**src/rtl/atd_pkg.sv**
```systemverilog
// Shared types and constants for the accelerometer tap detector.
`default_nettype none

package atd_pkg;

    // Default values for the top-level parameters.
    localparam int SAMPLE_WIDTH_DEFAULT = 8;
    localparam int COUNT_WIDTH_DEFAULT  = 8;

    // Fixed field widths.
    localparam int THRESHOLD_W   = 7;
    localparam int DEBOUNCE_W    = 8;
    localparam int WINDOW_W      = 8;
    localparam int TAP_COUNT_W   = 8;
    localparam int CFG_INDEX_W   = 2;
    localparam int CFG_DATA_W    = 8;

    // Register indexes on the configuration port.
    localparam logic [CFG_INDEX_W-1:0] REG_TAP_THRESHOLD   = 2'd0;
    localparam logic [CFG_INDEX_W-1:0] REG_DEBOUNCE_LENGTH = 2'd1;
    localparam logic [CFG_INDEX_W-1:0] REG_TAP_WINDOW      = 2'd2;

    // Register values after reset.
    localparam logic [THRESHOLD_W-1:0] TAP_THRESHOLD_RESET   = 7'd20;
    localparam logic [DEBOUNCE_W-1:0]  DEBOUNCE_LENGTH_RESET = 8'd45;
    localparam logic [WINDOW_W-1:0]    TAP_WINDOW_RESET      = 8'd5;

    typedef struct packed {
        logic [THRESHOLD_W-1:0] tap_threshold;
        logic [DEBOUNCE_W-1:0]  debounce_length;
        logic [WINDOW_W-1:0]    tap_window;
    } atd_cfg_t;

    typedef struct packed {
        logic [TAP_COUNT_W-1:0] tap_count;
        logic                   tap_seen;
    } atd_result_t;

endpackage

`default_nettype wire

```
**src/rtl/accel_tap_detector_top.sv**
```systemverilog
// Top level of the accelerometer tap detector with its stream ports.
`default_nettype none

// The block takes a stream of signed Z-axis accelerometer samples and returns
// one result per sample: the running tap count, a flag that the sample
// completed a tap, and a copy of the burst end marker on tlast. Each sample is
// halved and differenced against the previous halved sample; a difference
// beyond the threshold arms a debounce countdown, and an opposite swing inside
// the tap window counts one tap. The block accepts one sample transfer in
// every clock cycle when the result side keeps up. A sample is captured in an
// input register and its result is registered in the output register once
// that register is free; the combinational detector logic between those two
// registers sets the rate.
// A result waiting for the downstream side does not block the input register
// from holding the following sample. Configuration writes are always ready
// and should only be issued while no sample is in flight.
module accel_tap_detector_top #(
    parameter int SAMPLE_WIDTH = atd_pkg::SAMPLE_WIDTH_DEFAULT,
    parameter int COUNT_WIDTH  = atd_pkg::COUNT_WIDTH_DEFAULT
) (
    input  wire logic                              aclk,
    input  wire logic                              aresetn,
    // Sample input stream.
    input  wire logic                              s_axis_tvalid,
    output      logic                              s_axis_tready,
    // tdata: z_sample in the low SAMPLE_WIDTH bits, zero padding above.
    input  wire logic [((SAMPLE_WIDTH+7)/8)*8-1:0] s_axis_tdata,
    input  wire logic                              s_axis_tlast,   // last_in_burst
    // Result output stream.
    output      logic                              m_axis_tvalid,
    input  wire logic                              m_axis_tready,
    output      logic [atd_pkg::TAP_COUNT_W-1:0]   m_axis_tdata,   // tap_count
    output      logic                              m_axis_tuser,   // tap_seen
    output      logic                              m_axis_tlast,   // report_now
    // Configuration write channel.
    input  wire logic                              cfg_valid,
    output      logic                              cfg_ready,
    input  wire logic [atd_pkg::CFG_INDEX_W-1:0]   cfg_index,
    input  wire logic [atd_pkg::CFG_DATA_W-1:0]    cfg_data
);
    import atd_pkg::*;

    atd_cfg_t    cfg;
    atd_result_t result;

    // Input register holding one accepted sample.
    logic                    in_valid_reg, in_valid_next;
    logic [SAMPLE_WIDTH-1:0] in_sample_reg;
    logic                    in_last_reg;

    // Output register holding one finished result.
    logic                    out_valid_reg, out_valid_next;
    logic [TAP_COUNT_W-1:0]  out_count_reg;
    logic                    out_seen_reg;
    logic                    out_last_reg;

    logic                    s_xfer;
    logic                    advance;

    // The held sample moves into the output register when that register is
    // empty or its result is being taken in this cycle.
    assign advance       = in_valid_reg && (!out_valid_reg || m_axis_tready);
    assign s_axis_tready = !in_valid_reg || advance;
    assign s_xfer        = s_axis_tvalid && s_axis_tready;

    assign cfg_ready = 1'b1;

    atd_cfg_regs u_cfg_regs (
        .aclk      (aclk),
        .aresetn   (aresetn),
        .cfg_valid (cfg_valid),
        .cfg_index (cfg_index),
        .cfg_data  (cfg_data),
        .cfg       (cfg)
    );

    atd_core #(
        .SAMPLE_WIDTH (SAMPLE_WIDTH),
        .COUNT_WIDTH  (COUNT_WIDTH)
    ) u_core (
        .aclk     (aclk),
        .aresetn  (aresetn),
        .step     (advance),
        .z_sample (in_sample_reg),
        .cfg      (cfg),
        .result   (result)
    );

    always_comb begin
        in_valid_next = in_valid_reg;
        if (s_xfer) begin
            in_valid_next = 1'b1;
        end else if (advance) begin
            in_valid_next = 1'b0;
        end
    end

    always_comb begin
        out_valid_next = out_valid_reg;
        if (advance) begin
            out_valid_next = 1'b1;
        end else if (m_axis_tready) begin
            out_valid_next = 1'b0;
        end
    end

    always_ff @(posedge aclk) begin
        if (!aresetn) begin
            in_valid_reg  <= 1'b0;
            out_valid_reg <= 1'b0;
        end else begin
            in_valid_reg  <= in_valid_next;
            out_valid_reg <= out_valid_next;
        end
    end

    // Payload registers carry no reset.
    always_ff @(posedge aclk) begin
        if (s_xfer) begin
            in_sample_reg <= s_axis_tdata[SAMPLE_WIDTH-1:0];
            in_last_reg   <= s_axis_tlast;
        end
        if (advance) begin
            out_count_reg <= result.tap_count;
            out_seen_reg  <= result.tap_seen;
            out_last_reg  <= in_last_reg;
        end
    end

    assign m_axis_tvalid = out_valid_reg;
    assign m_axis_tdata  = out_count_reg;
    assign m_axis_tuser  = out_seen_reg;
    assign m_axis_tlast  = out_last_reg;

endmodule

`default_nettype wire

```
**src/rtl/atd_cfg_regs.sv**
```systemverilog
// Configuration register file of the tap detector.
`default_nettype none

module atd_cfg_regs (
    input  wire logic                           aclk,
    input  wire logic                           aresetn,
    input  wire logic                           cfg_valid,
    input  wire logic [atd_pkg::CFG_INDEX_W-1:0] cfg_index,
    input  wire logic [atd_pkg::CFG_DATA_W-1:0]  cfg_data,
    output atd_pkg::atd_cfg_t                   cfg
);
    import atd_pkg::*;

    logic [THRESHOLD_W-1:0] tap_threshold_reg,   tap_threshold_next;
    logic [DEBOUNCE_W-1:0]  debounce_length_reg, debounce_length_next;
    logic [WINDOW_W-1:0]    tap_window_reg,      tap_window_next;

    always_comb begin
        tap_threshold_next   = tap_threshold_reg;
        debounce_length_next = debounce_length_reg;
        tap_window_next      = tap_window_reg;
        if (cfg_valid) begin
            unique case (cfg_index)
                REG_TAP_THRESHOLD:   tap_threshold_next   = cfg_data[THRESHOLD_W-1:0];
                REG_DEBOUNCE_LENGTH: debounce_length_next = cfg_data[DEBOUNCE_W-1:0];
                REG_TAP_WINDOW:      tap_window_next      = cfg_data[WINDOW_W-1:0];
                default: begin
                    // Unknown index: the write is dropped.
                end
            endcase
        end
    end

    always_ff @(posedge aclk) begin
        if (!aresetn) begin
            tap_threshold_reg   <= TAP_THRESHOLD_RESET;
            debounce_length_reg <= DEBOUNCE_LENGTH_RESET;
            tap_window_reg      <= TAP_WINDOW_RESET;
        end else begin
            tap_threshold_reg   <= tap_threshold_next;
            debounce_length_reg <= debounce_length_next;
            tap_window_reg      <= tap_window_next;
        end
    end

    assign cfg.tap_threshold   = tap_threshold_reg;
    assign cfg.debounce_length = debounce_length_reg;
    assign cfg.tap_window      = tap_window_reg;

endmodule

`default_nettype wire

```
**src/rtl/atd_core.sv**
```systemverilog
// Tap detection datapath: halving, differencing, swing compare and debounce state.
`default_nettype none

module atd_core #(
    parameter int SAMPLE_WIDTH = atd_pkg::SAMPLE_WIDTH_DEFAULT,
    parameter int COUNT_WIDTH  = atd_pkg::COUNT_WIDTH_DEFAULT
) (
    input  wire logic                    aclk,
    input  wire logic                    aresetn,
    input  wire logic                    step,
    input  wire logic [SAMPLE_WIDTH-1:0] z_sample,
    input  wire atd_pkg::atd_cfg_t       cfg,
    output atd_pkg::atd_result_t         result
);
    import atd_pkg::*;

    localparam int HALF_W  = SAMPLE_WIDTH - 1;
    localparam int CMP_W   = SAMPLE_WIDTH + 1;
    localparam int CEXT_W  = (COUNT_WIDTH > TAP_COUNT_W) ? COUNT_WIDTH : TAP_COUNT_W;

    logic signed [HALF_W-1:0]   prev_half_reg, prev_half_next;
    logic [DEBOUNCE_W-1:0]      debounce_left_reg, debounce_left_next;
    logic                       first_pos_reg, first_pos_next;
    logic [COUNT_WIDTH-1:0]     taps_reg, taps_next;

    logic signed [HALF_W-1:0]   half_now;
    logic signed [CMP_W-1:0]    diff;
    logic signed [CMP_W-1:0]    thr_pos;
    logic signed [CMP_W-1:0]    thr_neg;
    logic [WINDOW_W-1:0]        win_clamped;
    logic [DEBOUNCE_W-1:0]      window_end;
    logic                       swing_up;
    logic                       swing_down;
    logic                       tap;
    logic [DEBOUNCE_W-1:0]      left_cut;
    logic [CEXT_W-1:0]          count_ext;

    // Arithmetic shift right by one keeps the upper bits of the sample.
    assign half_now = z_sample[SAMPLE_WIDTH-1:1];

    assign diff    = CMP_W'(half_now) - CMP_W'(prev_half_reg);
    assign thr_pos = CMP_W'({1'b0, cfg.tap_threshold});
    assign thr_neg = -thr_pos;

    assign swing_up   = diff > thr_pos;
    assign swing_down = diff < thr_neg;

    assign win_clamped = (cfg.tap_window < cfg.debounce_length) ? cfg.tap_window
                                                                 : cfg.debounce_length;
    assign window_end  = cfg.debounce_length - win_clamped;

    always_comb begin
        prev_half_next     = half_now;
        debounce_left_next = debounce_left_reg;
        first_pos_next     = first_pos_reg;
        taps_next          = taps_reg;
        tap                = 1'b0;
        left_cut           = debounce_left_reg;
        if (debounce_left_reg == '0) begin
            // Idle: a swing either way arms the countdown.
            if (swing_up) begin
                debounce_left_next = cfg.debounce_length;
                first_pos_next     = 1'b1;
            end else if (swing_down) begin
                debounce_left_next = cfg.debounce_length;
                first_pos_next     = 1'b0;
            end
        end else begin
            // Busy: an opposite swing inside the window counts a tap and cuts
            // the countdown to the window end before the usual decrement.
            if ((debounce_left_reg > window_end) &&
                ((swing_up && !first_pos_reg) || (swing_down && first_pos_reg))) begin
                tap       = 1'b1;
                taps_next = taps_reg + COUNT_WIDTH'(1);
                left_cut  = window_end;
            end
            debounce_left_next = left_cut - DEBOUNCE_W'(1);
        end
    end

    always_ff @(posedge aclk) begin
        if (!aresetn) begin
            prev_half_reg     <= '0;
            debounce_left_reg <= '0;
            first_pos_reg     <= 1'b0;
            taps_reg          <= '0;
        end else if (step) begin
            prev_half_reg     <= prev_half_next;
            debounce_left_reg <= debounce_left_next;
            first_pos_reg     <= first_pos_next;
            taps_reg          <= taps_next;
        end
    end

    assign count_ext        = CEXT_W'(taps_next);
    assign result.tap_count = count_ext[TAP_COUNT_W-1:0];
    assign result.tap_seen  = tap;

endmodule

`default_nettype wire

```
**config.mk**
```make
export PLATFORM = sky130hd
export DESIGN_NAME = accel_tap_detector_top
export DESIGN_NICKNAME = d
export VERILOG_FILES = /design/src/rtl/atd_pkg.sv /design/src/rtl/accel_tap_detector_top.sv /design/src/rtl/atd_cfg_regs.sv /design/src/rtl/atd_core.sv
export SDC_FILE = /design/constraint.sdc
export NUM_CORES = 1
export LEC_CHECK = 0
export ABC_AREA = 0
export BUFFER_PORTS_ARGS = -buffer_cell sky130_fd_sc_hd__buf_2
export CORE_MARGIN = 2
export CORE_UTILIZATION = 35
export DETAILED_ROUTE_END_ITERATION = 7
export GPL_ROUTABILITY_DRIVEN = 0
export PLACE_DENSITY = 0.61
export SYNTH_ARGS = -nofsm -noshare
export SYNTH_HDL_FRONTEND = slang
export SYNTH_SLANG_ARGS = --single-unit
```
**constraint.sdc**
```tcl
create_clock -name aclk -period 14.85 [get_ports aclk]
set_input_delay 1.485 -clock aclk [delete_from_list [all_inputs] [get_ports aclk]]
set_output_delay 1.485 -clock aclk [all_outputs]
set_load 0.005 [all_outputs]
```
==> flow_summary_export.csv <==
group,metric,value,unit
run_status,status,"finished clean",
sta,period_needed,6900,ps
sta,finalSetupViolCount,0,
pwr,vdd_drop_max,0.0000641,V
pwr,power_density,123,nW/um^2
pwr,intPower,0.000436,W
pwr,clkPwrFrac,38.4,%
worst_setup_path,cpMostUsedCell,"ha_1",
synth,synth_nets,581,
synth,synthSimpleGateAreaFrac,18.0,%
placed_design,io_buffers,34,
routing,ant_nets,0,
pwr,power_switching,0.000204,W
synth,synthXorXnorAreaFrac,5.24,%
clocking,clkLatencyLatePin,330,ps
synth,synth_fa_ha_area_share,13.6,%
sta,hold_violations,0,
clocking,clock_path_buffers,2,
floorplan,fp.coreArea,12600,um^2
sta,slew_violations,0,
sta,fin_hold_ws,423,ps
sta,fin_tns_setup,0,ps
global_route,track_usage,15.3,%
sta,final.period_utilization,46.4,%
global_route,grt_pass1_wl,17400,um
worst_setup_path,worst-path-buf-inv,2,
worst_setup_path,worstPathRequired,15120,ps
synth,netlist_area,4510,um^2
worst_setup_path,start_kind,"register",
floorplan,die_w,118,um
routing,drt_pass1_iterations,4,
synth,synth_top_family_by_area,"compound AO/OA/AOI/OAI gates",
worst_setup_path,crit_slowest_cell,"a311oi_1",
routing,via_per_inst,5.17,
worst_setup_path,endpoint_kind,"register",
placed_design,pre_cts_ws,8020,ps
sta,rsz0062_at_grt,"no",
clocking,post-cts-setup-buffers,0,
routing,vias,3711,
synth,synth_cell_type_count,67,
floorplan,ios,37,
final_layout,nets,613,
clocking,root_buffer,"clkbuf_16",
global_route,grt_max_degree,29,
final_layout,drive_gt1_share,13.2,%
pwr,p_leak,2.20,nW
synth,avgSynthCellArea,8.86,um^2
clocking,ctsHoldBuffers,0,
global_route,grt-ovfl-total,0,
pwr,seq_power_share,32.3,%
worst_setup_path,worst_ep_arrival_time,7160,ps
synth,seq_area_frac_synth,33.7,%
floorplan,start_util,35.8,%
routing,wl_per_cell,14.4,um
clocking,cts_tree,"yes",
placed_design,dp_hpwl,7720,um
sta,maxSlewHeadroom,47.3,%
flow_run,maxCapViolCount,0,
clocking,cts.htree.levels,3,
routing,drt_iter0_markers,165,
final_layout,diodes,0,
final_layout,syn2layout_area_growth,15.1,%
floorplan,rows,41,
floorplan,die_area,13800,um^2
worst_setup_path,crit_type,"reg2reg",
synth,synth_edf_count,18,
routing,drt-total-wl,10300,um
global_route,grt_pass1_vias,3649,
clocking,clkTransAtPathRegs,60,ps
floorplan,die_y,118,um
synth,ys_warn_count,0,
synth,syn_inst,509,
sta,fin_worst_skew,6.27,ps
final_layout,stdcell_area,5190,um^2
worst_setup_path,cp_max_fo,10,
worst_hold_path,min_path_type,"reg2reg",
synth,synth_compound_area_share,19.6,%
placed_design,place_area,4850,um^2
clocking,cts_sinks,67,
synth,synthMuxAreaShare,4.91,%
worst_setup_path,critPathMaxStageDelay,640,ps
routing,drc_errors,0,
sta,max_freq,0.145,GHz
global_route,grt_antenna_before_repair,0,
worst_setup_path,crit_family,"compound AO/OA/AOI/OAI gates",
synth,synthArstFlopShare,0,%
clocking,cts_inserted_buffers,9,
pwr,switching_share,31.9,%
synth,ys_ff_latch,67,
clocking,postCtsResizedCells,0,
synth,synth_ff_type,"dfxtp_1",
sta,setup_ws,7950,ps
pwr,power_frac_comb,29.3,%
sta,tightest_slew,788,ps
## power by group through the flow
stage,Combinational (W),Clock (W),Sequential (W)
after floorplan,0.000147,0,0.000208
after global placement,0.000182,0,0.000211
after detailed placement,0.000186,0,0.000211
after CTS,0.000187,0.000250,0.000207
after global routing,0.000209,0.000258,0.000209
final,0.000187,0.000246,0.000207
## cells in the mapped netlist (all sizes together), types with 2 or more instances
cell / instances / share of area, %
a211o: 3 / 0.58
nor3b: 2 / 0.33
inv: 38 / 3.2
a21oi: 38 / 4.3
o211ai: 8 / 1.3
nand3: 13 / 1.4
and3: 3 / 0.42
a211oi: 3 / 0.50
o31ai: 7 / 1.6
or3: 4 / 0.55
clkbuf: 12 / 1.0
mux2i: 21 / 4.7
a31oi: 6 / 0.83
buf: 4 / 0.55
nand4: 10 / 1.4
nand3b: 2 / 0.33
ha: 46 / 13
o211a: 2 / 0.61
and2: 5 / 0.69
clkinv: 2 / 0.17
a21o: 7 / 1.2
o31a: 2 / 0.39
fa: 2 / 0.89
a2bb2oi: 2 / 0.53
o221ai: 2 / 0.53
xor2: 12 / 2.3
nor3: 12 / 1.3
nor2b: 8 / 1.1
edfxtp: 18 / 12
o21ai: 18 / 2.0
xnor2: 15 / 2.9
nand2b: 6 / 0.83
or4: 3 / 0.50
nand2: 45 / 3.9
dfxtp: 49 / 22
or2: 6 / 0.83
o21bai: 2 / 0.33
o21a: 10 / 1.7
nor2: 44 / 3.8
## cell families after synthesis
logic type      after synthesis
fa+ha+maj                    48
buf+inv                      56
compound gates              122
other cells                   1
mux                          22
simple gates                166
xor+xnor                     27
flops                        67
## placed cells by master (no fill, tap or decap), types with 9 or more instances in the layout
master / count
dfxtp_1: 49
ha_1: 46
nand2_1: 44
nor2_1: 42
inv_1: 38
a21oi_1: 37
buf_2: 34
mux2i_1: 21
o21ai_0: 18
edfxtp_1: 18
xnor2_1: 15
nand3_1: 13
nor3_1: 12
xor2_1: 12
nand4_1: 10
o21a_1: 9
clkbuf_16: 9
## metrics by stage
step,util [%],total power (W),instances
floorplan,-,0.000355,509
global placement,38.4,0.000393,702
detailed placement,38.4,0.000397,702
CTS,41.1,0.000645,718
global route,41.1,0.000676,718
finish,41.1,0.000640,718
## metal layers
layer  global-route usage [%]  vias up  routed length, um
met5                        0        -                  0
met4                     4.37        0                136
met3                     3.29       13                379
met2                     25.0       65               4710
met1                     20.5     1747               5110
li1                         -     1886                  -
## area by class of cell
cell class	count	area [um^2]
tap	172	215
timing repair buffer	37	193
multi-input combinational	386	2770
inverter	40	150
sequential	67	1520
clock buffer	10	229
fill	1255	7430
clock inverter	6	114
## worst paths after layout
| check | depth (start not counted) | end | startpoint | slack, ps |
|---|---|---|---|---|
| min | 0 | m_axis_tlast$_DFFE_PP_ | in_last_reg$_DFFE_PP_ | 420 |
| max reg2reg | 28 | u_core.debounce_left_reg[6]$_SDFFE_PN0P_ | u_cfg_regs.debounce_length_reg[1]$_SDFFE_PN0P_ | 7950 |
| min reg2reg | 0 | m_axis_tlast$_DFFE_PP_ | in_last_reg$_DFFE_PP_ | 420 |
| max | 28 | u_core.debounce_left_reg[6]$_SDFFE_PN0P_ | u_cfg_regs.debounce_length_reg[1]$_SDFFE_PN0P_ | 7950 |
(Power assumes the default switching activity.)
